$ cat config.mk
export PLATFORM = sky130hd
export DESIGN_NAME = ntc_piecewise_linearizer
export DESIGN_NICKNAME = d
export VERILOG_FILES = /design/src/rtl/ntcpl_pkg.sv /design/src/rtl/ntcpl_front.sv /design/src/rtl/ntcpl_queue.sv /design/src/rtl/ntcpl_back.sv /design/src/rtl/ntc_piecewise_linearizer.sv
export SDC_FILE = /design/constraint.sdc
export NUM_CORES = 2
export LEC_CHECK = 0
export BUFFER_PORTS_ARGS = -buffer_cell sky130_fd_sc_hd__buf_2
export CORE_UTILIZATION = 55
export CTS_BUF_LIST = sky130_fd_sc_hd__clkbuf_8
export CTS_CLUSTER_SIZE = 14
export DETAILED_ROUTE_END_ITERATION = 12
export PLACE_DENSITY = 0.71
export SLEW_MARGIN = 25
export SYNTH_ARGS = -nofsm -noshare
export SYNTH_HDL_FRONTEND = slang
export SYNTH_SLANG_ARGS = --single-unit
export TNS_END_PERCENT = 100
$ cat constraint.sdc
create_clock -name clk -period 75.5 [get_ports clk]
set_input_delay 3.775 -clock clk [delete_from_list [all_inputs] [get_ports clk]]
set_output_delay 3.775 -clock clk [all_outputs]
set_load 0.02 [all_outputs]
$ cat src/rtl/ntcpl_pkg.sv
package ntcpl_pkg;

  localparam int ADC_BITS  = 12;
  localparam int FRAC_BITS = 8;

  localparam int CODE_W    = 12;
  localparam int BP_W      = 12;
  localparam int NUM_BP    = 7;
  localparam int CFG_IDX_W = 3;
  localparam int SEG_W     = 3;
  localparam int OUT_W     = 17;

  localparam int CENTER_CODE = 256;
  localparam int TOP_DEG     = 175;
  localparam int STEP_DEG    = 25;
  localparam int BASE_DEG    = 5;
  localparam int DEG_W       = 8;

  localparam int PROD_W    = BP_W + 5;
  localparam int NUM_MAG_W = PROD_W + FRAC_BITS;
  localparam int DEN_W     = BP_W;
  localparam int BASE_W    = DEG_W + FRAC_BITS;
  localparam int VAL_W     = NUM_MAG_W + 2;
  localparam int DIV_STEPS = NUM_MAG_W;

  localparam int QUEUE_DEPTH = 4;
  localparam int QPTR_W      = $clog2(QUEUE_DEPTH);
  localparam int QCNT_W      = QPTR_W + 1;

  localparam logic [CODE_W-1:0] CODE_MASK = CODE_W'((64'd1 << ADC_BITS) - 64'd1);

  localparam logic [BP_W-1:0] BP_RESET [NUM_BP] = '{
    12'd0, 12'd600, 12'd1200, 12'd1800, 12'd2400, 12'd3000, 12'd3600
  };

  localparam logic signed [VAL_W-1:0] OUT_MAX = VAL_W'((64'd1 << (OUT_W - 1)) - 64'd1);
  localparam logic signed [VAL_W-1:0] OUT_MIN = -VAL_W'(64'd1 << (OUT_W - 1));

  typedef struct packed {
    logic [DEN_W-1:0]     rem;
    logic [NUM_MAG_W-1:0] nq;
    logic [DEN_W-1:0]     den;
    logic                 neg;
    logic                 flat;
    logic                 above;
    logic [BASE_W-1:0]    base;
  } work_t;

  // one restoring step: shift in a numerator bit, subtract when it fits
  function automatic work_t div_step(work_t w);
    logic [DEN_W:0] t;
    logic [DEN_W:0] d;
    work_t          o;
    o = w;
    t = {w.rem, w.nq[NUM_MAG_W-1]};
    d = {1'b0, w.den};
    if (t >= d) begin
      o.rem = DEN_W'(t - d);
      o.nq  = {w.nq[NUM_MAG_W-2:0], 1'b1};
    end else begin
      o.rem = t[DEN_W-1:0];
      o.nq  = {w.nq[NUM_MAG_W-2:0], 1'b0};
    end
    return o;
  endfunction

endpackage

$ cat src/rtl/ntcpl_front.sv
module ntcpl_front (
  input  logic                              clk,
  input  logic                              rst,
  input  logic                              push,
  output logic                              full,
  input  logic [ntcpl_pkg::CODE_W-1:0]      adc_code,
  input  logic                              cfg_wr,
  input  logic [ntcpl_pkg::CFG_IDX_W-1:0]   cfg_index,
  input  logic [ntcpl_pkg::BP_W-1:0]        cfg_data,
  output logic                              q_push,
  output ntcpl_pkg::work_t                  q_wdata,
  input  logic                              q_full
);

  logic [ntcpl_pkg::BP_W-1:0] bp [ntcpl_pkg::NUM_BP];

  logic                       fv;
  ntcpl_pkg::work_t           fw;
  ntcpl_pkg::work_t           fw_next;
  logic                       front_ready;
  logic                       accept;

  logic [ntcpl_pkg::CODE_W-1:0] code;
  logic [ntcpl_pkg::BP_W-1:0]   r;
  logic [ntcpl_pkg::SEG_W-1:0]  k;
  logic [ntcpl_pkg::BP_W-1:0]   lo;
  logic [ntcpl_pkg::BP_W-1:0]   hi;
  logic signed [ntcpl_pkg::BP_W:0] dn;
  logic signed [ntcpl_pkg::BP_W:0] dd;
  logic [ntcpl_pkg::BP_W-1:0]   dn_mag;
  logic [ntcpl_pkg::BP_W-1:0]   dd_mag;
  logic [ntcpl_pkg::PROD_W-1:0] prod;
  logic                         above;
  logic [ntcpl_pkg::DEG_W-1:0]  deg;

  always_ff @(posedge clk) begin
    if (rst) begin
      for (int i = 0; i < ntcpl_pkg::NUM_BP; i++) begin
        bp[i] <= ntcpl_pkg::BP_RESET[i];
      end
    end else if (cfg_wr && (cfg_index < ntcpl_pkg::CFG_IDX_W'(ntcpl_pkg::NUM_BP))) begin
      bp[cfg_index] <= cfg_data;
    end
  end

  always_comb begin
    code = adc_code & ntcpl_pkg::CODE_MASK;
    if (code >= ntcpl_pkg::CODE_W'(ntcpl_pkg::CENTER_CODE)) begin
      r = ntcpl_pkg::BP_W'(code - ntcpl_pkg::CODE_W'(ntcpl_pkg::CENTER_CODE));
    end else begin
      r = ntcpl_pkg::BP_W'(ntcpl_pkg::CODE_W'(ntcpl_pkg::CENTER_CODE) - code);
    end
    above = (r >= bp[ntcpl_pkg::NUM_BP-1]);

    // lowest i with r below breakpoint i picks segment i-1
    k = ntcpl_pkg::SEG_W'(ntcpl_pkg::NUM_BP - 2);
    for (int i = ntcpl_pkg::NUM_BP - 1; i >= 1; i--) begin
      if (r < bp[i]) begin
        k = ntcpl_pkg::SEG_W'(i - 1);
      end
    end
    lo = bp[k];
    hi = bp[ntcpl_pkg::SEG_W'(k + 1'b1)];
    dn = $signed({1'b0, r}) - $signed({1'b0, lo});
    dd = $signed({1'b0, hi}) - $signed({1'b0, lo});
    dn_mag = dn[ntcpl_pkg::BP_W] ? ntcpl_pkg::BP_W'(-dn) : dn[ntcpl_pkg::BP_W-1:0];
    dd_mag = dd[ntcpl_pkg::BP_W] ? ntcpl_pkg::BP_W'(-dd) : dd[ntcpl_pkg::BP_W-1:0];
    prod = ntcpl_pkg::PROD_W'(dn_mag) * ntcpl_pkg::PROD_W'(ntcpl_pkg::STEP_DEG);

    if (above) begin
      deg = ntcpl_pkg::DEG_W'(ntcpl_pkg::TOP_DEG);
    end else begin
      deg = ntcpl_pkg::DEG_W'(ntcpl_pkg::DEG_W'(k) * ntcpl_pkg::DEG_W'(ntcpl_pkg::STEP_DEG)
                              + ntcpl_pkg::DEG_W'(ntcpl_pkg::BASE_DEG));
    end

    fw_next.rem   = '0;
    fw_next.nq    = {prod, {ntcpl_pkg::FRAC_BITS{1'b0}}};
    fw_next.den   = dd_mag;
    fw_next.neg   = dn[ntcpl_pkg::BP_W] ^ dd[ntcpl_pkg::BP_W];
    fw_next.flat  = !above && (dd == '0);
    fw_next.above = above;
    fw_next.base  = {deg, {ntcpl_pkg::FRAC_BITS{1'b0}}};
  end

  assign front_ready = !fv || !q_full;
  assign full        = !front_ready;
  assign accept      = push && front_ready;
  assign q_push      = fv && !q_full;
  assign q_wdata     = fw;

  always_ff @(posedge clk) begin
    if (rst) begin
      fv <= 1'b0;
    end else if (front_ready) begin
      fv <= accept;
    end
  end

  always_ff @(posedge clk) begin
    if (accept) begin
      fw <= fw_next;
    end
  end

endmodule

$ cat src/rtl/ntcpl_queue.sv
module ntcpl_queue (
  input  logic             clk,
  input  logic             rst,
  input  logic             push,
  input  ntcpl_pkg::work_t wdata,
  output logic             full,
  input  logic             pop,
  output ntcpl_pkg::work_t rdata,
  output logic             empty
);

  ntcpl_pkg::work_t                 slots [ntcpl_pkg::QUEUE_DEPTH];
  logic [ntcpl_pkg::QPTR_W-1:0]     head;
  logic [ntcpl_pkg::QPTR_W-1:0]     tail;
  logic [ntcpl_pkg::QCNT_W-1:0]     count;
  logic                             do_push;
  logic                             do_pop;

  assign full    = (count == ntcpl_pkg::QCNT_W'(ntcpl_pkg::QUEUE_DEPTH));
  assign empty   = (count == '0);
  assign do_push = push && !full;
  assign do_pop  = pop && !empty;
  assign rdata   = slots[head];

  always_ff @(posedge clk) begin
    if (rst) begin
      head  <= '0;
      tail  <= '0;
      count <= '0;
    end else begin
      if (do_push) begin
        tail <= tail + 1'b1;
      end
      if (do_pop) begin
        head <= head + 1'b1;
      end
      if (do_push && !do_pop) begin
        count <= count + 1'b1;
      end else if (do_pop && !do_push) begin
        count <= count - 1'b1;
      end
    end
  end

  always_ff @(posedge clk) begin
    if (do_push) begin
      slots[tail] <= wdata;
    end
  end

endmodule

$ cat src/rtl/ntcpl_back.sv
module ntcpl_back (
  input  logic                                clk,
  input  logic                                rst,
  input  logic                                q_empty,
  input  ntcpl_pkg::work_t                    q_rdata,
  output logic                                q_pop,
  output logic                                empty,
  input  logic                                pop,
  output logic signed [ntcpl_pkg::OUT_W-1:0]  temperature_q8,
  output logic                                saturated,
  output logic                                above_table,
  output logic                                flat_segment
);

  logic             sv [ntcpl_pkg::DIV_STEPS];
  ntcpl_pkg::work_t sw [ntcpl_pkg::DIV_STEPS];
  logic             ov;
  logic             adv;

  ntcpl_pkg::work_t                   w;
  logic signed [ntcpl_pkg::VAL_W-1:0] qs;
  logic signed [ntcpl_pkg::VAL_W-1:0] val;
  logic signed [ntcpl_pkg::OUT_W-1:0] temp_next;
  logic                               sat_next;

  assign adv   = !ov || pop;
  assign q_pop = adv && !q_empty;
  assign empty = !ov;

  always_ff @(posedge clk) begin
    if (rst) begin
      for (int i = 0; i < ntcpl_pkg::DIV_STEPS; i++) begin
        sv[i] <= 1'b0;
      end
      ov <= 1'b0;
    end else if (adv) begin
      sv[0] <= q_pop;
      for (int i = 1; i < ntcpl_pkg::DIV_STEPS; i++) begin
        sv[i] <= sv[i-1];
      end
      ov <= sv[ntcpl_pkg::DIV_STEPS-1];
    end
  end

  always_ff @(posedge clk) begin
    if (adv) begin
      sw[0] <= ntcpl_pkg::div_step(q_rdata);
      for (int i = 1; i < ntcpl_pkg::DIV_STEPS; i++) begin
        sw[i] <= ntcpl_pkg::div_step(sw[i-1]);
      end
    end
  end

  // floor: a nonzero remainder with unlike signs rounds one further down
  always_comb begin
    w = sw[ntcpl_pkg::DIV_STEPS-1];
    if (w.neg) begin
      qs = -($signed(ntcpl_pkg::VAL_W'(w.nq)) +
             $signed(ntcpl_pkg::VAL_W'(w.rem != '0)));
    end else begin
      qs = $signed(ntcpl_pkg::VAL_W'(w.nq));
    end
    val = $signed(ntcpl_pkg::VAL_W'(w.base));
    if (!w.above && !w.flat) begin
      val = val + qs;
    end
    sat_next = 1'b0;
    if (val > ntcpl_pkg::OUT_MAX) begin
      temp_next = ntcpl_pkg::OUT_MAX[ntcpl_pkg::OUT_W-1:0];
      sat_next  = 1'b1;
    end else if (val < ntcpl_pkg::OUT_MIN) begin
      temp_next = ntcpl_pkg::OUT_MIN[ntcpl_pkg::OUT_W-1:0];
      sat_next  = 1'b1;
    end else begin
      temp_next = val[ntcpl_pkg::OUT_W-1:0];
    end
  end

  always_ff @(posedge clk) begin
    if (adv) begin
      temperature_q8 <= temp_next;
      saturated      <= sat_next;
      above_table    <= w.above;
      flat_segment   <= w.flat;
    end
  end

endmodule

$ cat src/rtl/ntc_piecewise_linearizer.sv
// channel  | direction | handshake           | word
// ---------+-----------+---------------------+------------------------------------------
// input    | in        | push / full         | adc_code
// result   | out       | pop / empty         | temperature_q8, saturated, above_table,
//          |           |                     | flat_segment
// config   | in        | cfg_wr (no stall)   | cfg_index, cfg_data
//
// One word per cycle sustained while no result is held; from push to empty low a word passes
// one front register, the queue, 25 restoring divider stages (one quotient bit each)
// and the output register. Synchronous active-high rst clears control and loads the
// default breakpoints. A held result stalls the divider pipeline; the queue then fills
// and full rises.
module ntc_piecewise_linearizer (
  input  logic                                clk,
  input  logic                                rst,
  input  logic                                push,
  output logic                                full,
  input  logic [ntcpl_pkg::CODE_W-1:0]        adc_code,
  output logic                                empty,
  input  logic                                pop,
  output logic signed [ntcpl_pkg::OUT_W-1:0]  temperature_q8,
  output logic                                saturated,
  output logic                                above_table,
  output logic                                flat_segment,
  input  logic                                cfg_wr,
  input  logic [ntcpl_pkg::CFG_IDX_W-1:0]     cfg_index,
  input  logic [ntcpl_pkg::BP_W-1:0]          cfg_data
);

  logic             q_push;
  logic             q_full;
  logic             q_pop;
  logic             q_empty;
  ntcpl_pkg::work_t q_wdata;
  ntcpl_pkg::work_t q_rdata;

  ntcpl_front u_front (
    .clk       (clk),
    .rst       (rst),
    .push      (push),
    .full      (full),
    .adc_code  (adc_code),
    .cfg_wr    (cfg_wr),
    .cfg_index (cfg_index),
    .cfg_data  (cfg_data),
    .q_push    (q_push),
    .q_wdata   (q_wdata),
    .q_full    (q_full)
  );

  ntcpl_queue u_queue (
    .clk   (clk),
    .rst   (rst),
    .push  (q_push),
    .wdata (q_wdata),
    .full  (q_full),
    .pop   (q_pop),
    .rdata (q_rdata),
    .empty (q_empty)
  );

  ntcpl_back u_back (
    .clk            (clk),
    .rst            (rst),
    .q_empty        (q_empty),
    .q_rdata        (q_rdata),
    .q_pop          (q_pop),
    .empty          (empty),
    .pop            (pop),
    .temperature_q8 (temperature_q8),
    .saturated      (saturated),
    .above_table    (above_table),
    .flat_segment   (flat_segment)
  );

endmodule
Word-level counts from Yosys, hierarchy flattened
Memories as Yosys holds them, arrays and structs flattened. A register that Yosys moved wholly into a read port is not among the register bits.
Cells that the tools add are included.
{"block": "op_classes", "magnitude_cmp": 35, "n_mux": 105, "n_reduce_logical": 27, "add_sub_neg": 40, "bitwise": 26, "eq_ne": 1, "multipliers": 2}
{"operator": "37-bit two-way mux", "n": 50}
{"operator": "13-bit by 12-bit >= comparator with 1-bit output", "n": 25}
{"operator": "12-bit subtractor", "n": 25}
{"operator": "12-bit < comparator", "n": 5}
{"operator": "27-bit two-way mux", "n": 2}
{"operator": "12-bit two-way mux", "n": 4}
{"operator": "1-bit two-way mux", "n": 39}
{"operator": "17-bit by 27-bit adder with 27-bit output", "n": 1}
{"operator": "27-bit by 17-bit greater-than comparator with 1-bit output, second input constant", "n": 1}
{"operator": "27-bit by 17-bit < comparator with 1-bit output, second input constant", "n": 1}
{"operator": "27-bit negator", "n": 1}
{"operator": "25-bit by 1-bit adder with 26-bit output", "n": 1}
{"operator": "12-bit by 12-bit subtractor with 13-bit output", "n": 2}
{"operator": "1-bit bitwise OR", "n": 25}
{"operator": "12-bit negator", "n": 2}
{"operator": "3-bit two-way mux", "n": 7}
{"operator": "12-bit by 5-bit multiplier with 17-bit output, second input constant", "n": 1}
{"operator": "17-bit two-way mux", "n": 1}
{"operator": "13-bit zero test", "n": 1}
{"operator": "12-bit >= comparator", "n": 1}
{"operator": "12-bit by 9-bit >= comparator with 1-bit output, second input constant", "n": 1}
{"operator": "12-bit nonzero test", "n": 1}
{"operator": "12-bit OR reduction", "n": 1}
{"operator": "12-bit by 9-bit subtractor with 12-bit output, second input constant", "n": 1}
{"operator": "other kinds (15)", "n": 37}
{"block": "word_totals", "ramBits": 1969, "n_memories": 4, "wordCells": 254, "in_bits": 32, "register_bits": 68}
{"name": "u_back.sw", "words": 25, "width": 68, "read_ports": 25, "rd_clocked_by_memory_dff": 0, "write_ports": 25, "line_no": "ntcpl_back.sv:16", "rtl": "ntcpl_pkg::work_t sw [ntcpl_pkg::DIV_STEPS];"}
{"name": "u_queue.slots", "words": 4, "width": 40, "read_ports": 1, "rd_clocked_by_memory_dff": 1, "write_ports": 1, "line_no": "ntcpl_queue.sv:12", "rtl": "ntcpl_pkg::work_t slots [ntcpl_pkg::QUEUE_DEPTH];"}
{"name": "u_front.bp", "words": 7, "width": 12, "read_ports": 8, "rd_clocked_by_memory_dff": 0, "write_ports": 7, "line_no": "ntcpl_front.sv:15", "rtl": "logic [ntcpl_pkg::BP_W-1:0] bp [ntcpl_pkg::NUM_BP];"}
{"name": "u_back.sv", "words": 25, "width": 1, "read_ports": 25, "rd_clocked_by_memory_dff": 1, "write_ports": 25, "line_no": "ntcpl_back.sv:15", "rtl": "logic sv [ntcpl_pkg::DIV_STEPS];"}

Logic depth before layout (Yosys ltp)
An unclocked memory read counts as a cell.
{"block": "logic_depth", "ltp_word": 13, "mapped_depth": 52, "depth_no_buf": 49}

By module
A second synthesis with hierarchy kept.
{"block": "hier_totals", "hier_cells": 6167, "area_unflattened_um2": 93739.9}
{"module": "ntcpl_back", "cells_per_inst": 4692, "seq_area_each_um2": 52059.9, "area_each_um2": 72452.0, "n_inst": 1}
{"module": "ntcpl_front", "cells_per_inst": 1071, "seq_area_each_um2": 3983.8, "area_each_um2": 10994.3, "n_inst": 1}
{"module": "ntcpl_queue", "cells_per_inst": 404, "seq_area_each_um2": 8348.0, "area_each_um2": 10293.6, "n_inst": 1}

Worst setup path before layout
OpenSTA, ideal clock, no wires.
{"block": "synth_timing", "path_type": "in2reg", "start": "in pop", "end": "reg u_back.above_table (enable)", "required_ns": 73.825, "stages": 2, "path_buffers": 0, "setup_slack_ns": 44.128, "setup_time_ns": 1.675, "t_arrival_ns": 29.696, "cell_sequence": "nor2_1 -> inv_1"}
{"block": "synth_between", "elab_chain_len": 1}
{"item": "start: declaration", "line_no": "ntc_piecewise_linearizer.sv:20", "rtl": "input logic pop,"}
{"item": "1-bit logical OR", "line_no": "ntcpl_back.sv:26", "rtl": "assign adv = !ov || pop;"}
{"item": "end signal: assignment", "line_no": "ntcpl_back.sv:83", "rtl": "above_table <= w.above;"}
{"item": "end: declaration", "line_no": "ntcpl_back.sv:11", "rtl": "output logic above_table,"}
No other way between the ends.
A chain may end at the register's enable or synchronous reset.

==> impl_metrics.toml <==
[outcome]
outcome = "complete, no violations"

[cts]
post-cts-setup-buffers = 0
clk_root_buffer_cell = "sky130_fd_sc_hd__clkbuf_8"
cts_repair_resize_count = 0
number_of_h_tree_levels = 5
worst_setup_hold_path_clk_slew_ns = 0.06
tritoncts = "built"
numClockSinks = 1676
cts_made_buffers = 289
clock_path_buffers = 4
cts-hold-fix-buffers = 0
clock_insertion_delay_worst_skew_ns = 0.97

[timing]
fin_skew_ns = 0.06411
setup_violations = 0
timing_max_transition_violations_final = 0
grt_setup_unrepaired = "false"
maxClockFrequency_ghz = 0.06745
worst-slew-pin-transition_ns = 1.012
period_minus_slack_ns = 14.83
fin_crit_sh_pct = 19.64
setup_total_negative_slack_ns = 0
timing.final.hold_violations = 0
timing.slew.headroom_pct = 32.29

[worst_setup_path]
critPathCapture = "u_front.q_wdata[55]"
critical_path.reg2reg.startpoint = "u_front.bp[1][1]"
critPathRequiredTime_ns = 76.17
timing.reg2reg.worst_path_depth = 42
crit_path_max_incr_delay_ns = 0.90
critical_setup_path_kind = "primary input to register"
critical_path.most_common_cell = "sky130_fd_sc_hd__a21oi_1"
regToRegEndpoint = "u_front.q_wdata[55]"
timing.critical_path.fanout_max = 14
critPathSlowestCell = "sky130_fd_sc_hd__nor2_1"
startpoint_type = "primary input"
critical_path_endpoint_category = "register"
setup.worst_path.start = "adc_code[6]"
cp_data_arrival_time_ns = 15.49
r2r_setup_slack_ns = 65.36

[cells_and_area]
drive_gt1_share_pct = 13.60
area.sequential_um2 = 50100
area_growth_pct = 9.917
layoutNonFillerInstCount = 7785
multi_input_comb_area_um2 = 24040
final_nets = 6248
final_area_um2 = 84520
fillCellCount = 10420

[route]
drtAntennaViolNets = 0
wl_per_cell_um = 17.35
total_routed_length_mm = 135.1
routed-via-count = 41970
drt-initial-drc-count = 2673
mean_number_of_vias_per_cell = 5.391
dr.pass1.iters = 5
post-route-drc-count = 0

[synth]
netlist-cell-type-count = 92
synth-seq-cells = 1676
ys_async_sr_fraction_pct = 0
synthFlopType = "sky130_fd_sc_hd__edfxtp_1"
synth.yosys.warnings = 0
cells_after_synth = 5436
synth_enable_flop_cells = 1653
ys_seq_area_share_pct = 65.15
largest_cells_by_area_after_synthesis = "sky130_fd_sc_hd__edfxtp_1, sky130_fd_sc_hd__ha_1, sky130_fd_sc_hd__mux2_2"
synth_largest_area_cell = "sky130_fd_sc_hd__edfxtp_1"
synthesis.area_per_instance_um2 = 14.15
synth_top_area_share_pct = 64.55
mappedNetlistArea_um2 = 76900

[placed_design]
dpl.hpwl_mm = 92.90
place.gp.congestion = 0.8738
placedCellCount = 7298
io_buffer_count = 53
post_dp_cell_area_um2 = 79390

[hold_path]
hold_path.class = "register to register"
worstHoldPathCells = 0

[grt]
first_global_vias = 42480
antenna_found_initial = 1
grt_overflow_total = 0
groute.usage.overall_pct = 19.31
grt_max_degree = 216
grt_pass1_wl_mm = 217.6

[run]
drv_cap = 0

[power_and_ir_drop]
power.static_leakage_nw = 34.42
vdd_drop_max_uv = 73.60
power_density_nw_per_um2 = 50.76

[floorplan]
pin_count = 54
rows = 136
initial_utilization_pct = 55.65
core_um2 = 138200
die_w_um = 375.9
die-area_um2 = 141300
floorplan.die.height_um = 375.9
-- worst min path at each step --
stage                            from                 to  slack [ns]
finish              u_back.sw[0][391]  u_back.sw[0][460]        0.36
global route        u_back.sw[0][459]  u_back.sw[0][528]        0.36
CTS                 u_back.sw[0][391]  u_back.sw[0][460]        0.35
detailed placement   u_back.sw[0][45]  u_back.sw[0][114]        0.40
global placement     u_back.sw[1][12]   u_back.sw[1][80]        0.40
floorplan            u_back.sw[0][31]  u_back.sw[0][100]        0.40
-- state kept, by name (all words and copies together) (netlist names), 2 cells and up, named ones only --
name                   flops
u_back.sv                 25
u_back.temperature_q8     17
u_queue.head               2
u_back.sw               1324
u_front.q_wdata           40
u_queue.count              3
u_queue.tail               2
u_front.bp                96
u_queue.slots            160
-- Yosys cell counts (29+ instances only) --
cell type,count
sky130_fd_sc_hd__a21o_1,39
sky130_fd_sc_hd__fa_1,35
sky130_fd_sc_hd__ha_1,454
sky130_fd_sc_hd__a211oi_1,36
sky130_fd_sc_hd__xor2_1,62
sky130_fd_sc_hd__mux4_2,63
sky130_fd_sc_hd__nor2b_1,92
sky130_fd_sc_hd__a21boi_0,105
sky130_fd_sc_hd__edfxtp_1,1653
sky130_fd_sc_hd__nand2_1,240
sky130_fd_sc_hd__inv_1,633
sky130_fd_sc_hd__nand2b_1,54
sky130_fd_sc_hd__o31ai_1,29
sky130_fd_sc_hd__nor2_1,410
sky130_fd_sc_hd__nor4_1,32
sky130_fd_sc_hd__and2_1,34
sky130_fd_sc_hd__nand3_1,37
sky130_fd_sc_hd__o21ai_0,222
sky130_fd_sc_hd__mux2i_1,66
sky130_fd_sc_hd__mux2_2,230
sky130_fd_sc_hd__nand4_1,80
sky130_fd_sc_hd__nor3_1,56
sky130_fd_sc_hd__xnor2_1,163
sky130_fd_sc_hd__a21oi_1,130
sky130_fd_sc_hd__clkbuf_1,65
sky130_fd_sc_hd__o21a_1,59
-- layer usage --
metal	GRT usage, %	share of wire [%]
met5	0	0
met4	7.062	2.7
met3	3.090	3.5
met2	32.32	49
met1	25.53	45
-- where the power goes --
part / total, mW / internal, mW / switching [mW]
Sequential: 1.74 / 1.56 / 0.181
Clock: 0.733 / 0.392 / 0.341
Combinational: 1.82 / 0.850 / 0.967
Total: 4.29 / 2.80 / 1.49
-- cells in the final DEF, fill, tap and decap left out, drive strengths merged, types with 81 or more instances in the layout --
cell type  count
a21boi       107
a21oi        138
buf           88
clkbuf       295
clkinv        98
edfxtp      1653
ha           454
inv          710
mux2         230
nand2        240
nand4         81
nor2         412
nor2b         92
o21ai        230
xnor2        164
-- critical path, delay by kind of cell --
kind                     cells  cell delay (ns)
XOR/XNOR                     3             1.02
AND/OR/NAND/NOR             10             3.31
AO/OA/AOI/OAI               24             4.83
adder cells (fa/ha/maj)      6             1.99
buffers and inverters        4             0.56
-- area by class of cell --
cell class | instances | area share [%]
Tap cell | 1863 | 2.758
Multi-Input combinational cell | 3038 | 28.44
Antenna cell | 1 | 0.002961
Inverter | 634 | 2.824
Sequential cell | 1676 | 59.28
Clock inverter | 190 | 1.218
Clock buffer | 295 | 4.804
Timing Repair Buffer | 88 | 0.6735
-- kinds of logic (layout without fill, tap and decap cells) --
logic type                 count (synthesis)  count (layout)  synth area share [%]
adders and majority gates                489             489                 8.298
and+or+nand+nor                         1155            1155                 7.333
other                                      1              13              0.004877
muxes                                    359             359                 6.072
AOI/OAI and AO/OA                        797             797                 6.888
buffers and inverters                    733            1207                 3.669
DFF                                     1676            1676                 65.15
xor gates and xnor gates                 226             226                 2.584
-- through the flow --
step / util, % / power [mW] / setup slack (ns) / hold WS (ns)
floorplan: - / 3.140 / 44.13 / 0.4003
global placement: 57.45 / 3.524 / 59.75 / 0.4004
detailed placement: 57.46 / 3.570 / 59.69 / 0.4045
CTS: 61.14 / 4.334 / 60.69 / 0.3533
global route: 61.17 / 4.634 / 59.84 / 0.3611
finish: 61.17 / 4.291 / 60.67 / 0.3633
Note: power is estimated with default switching activity, not from simulation.
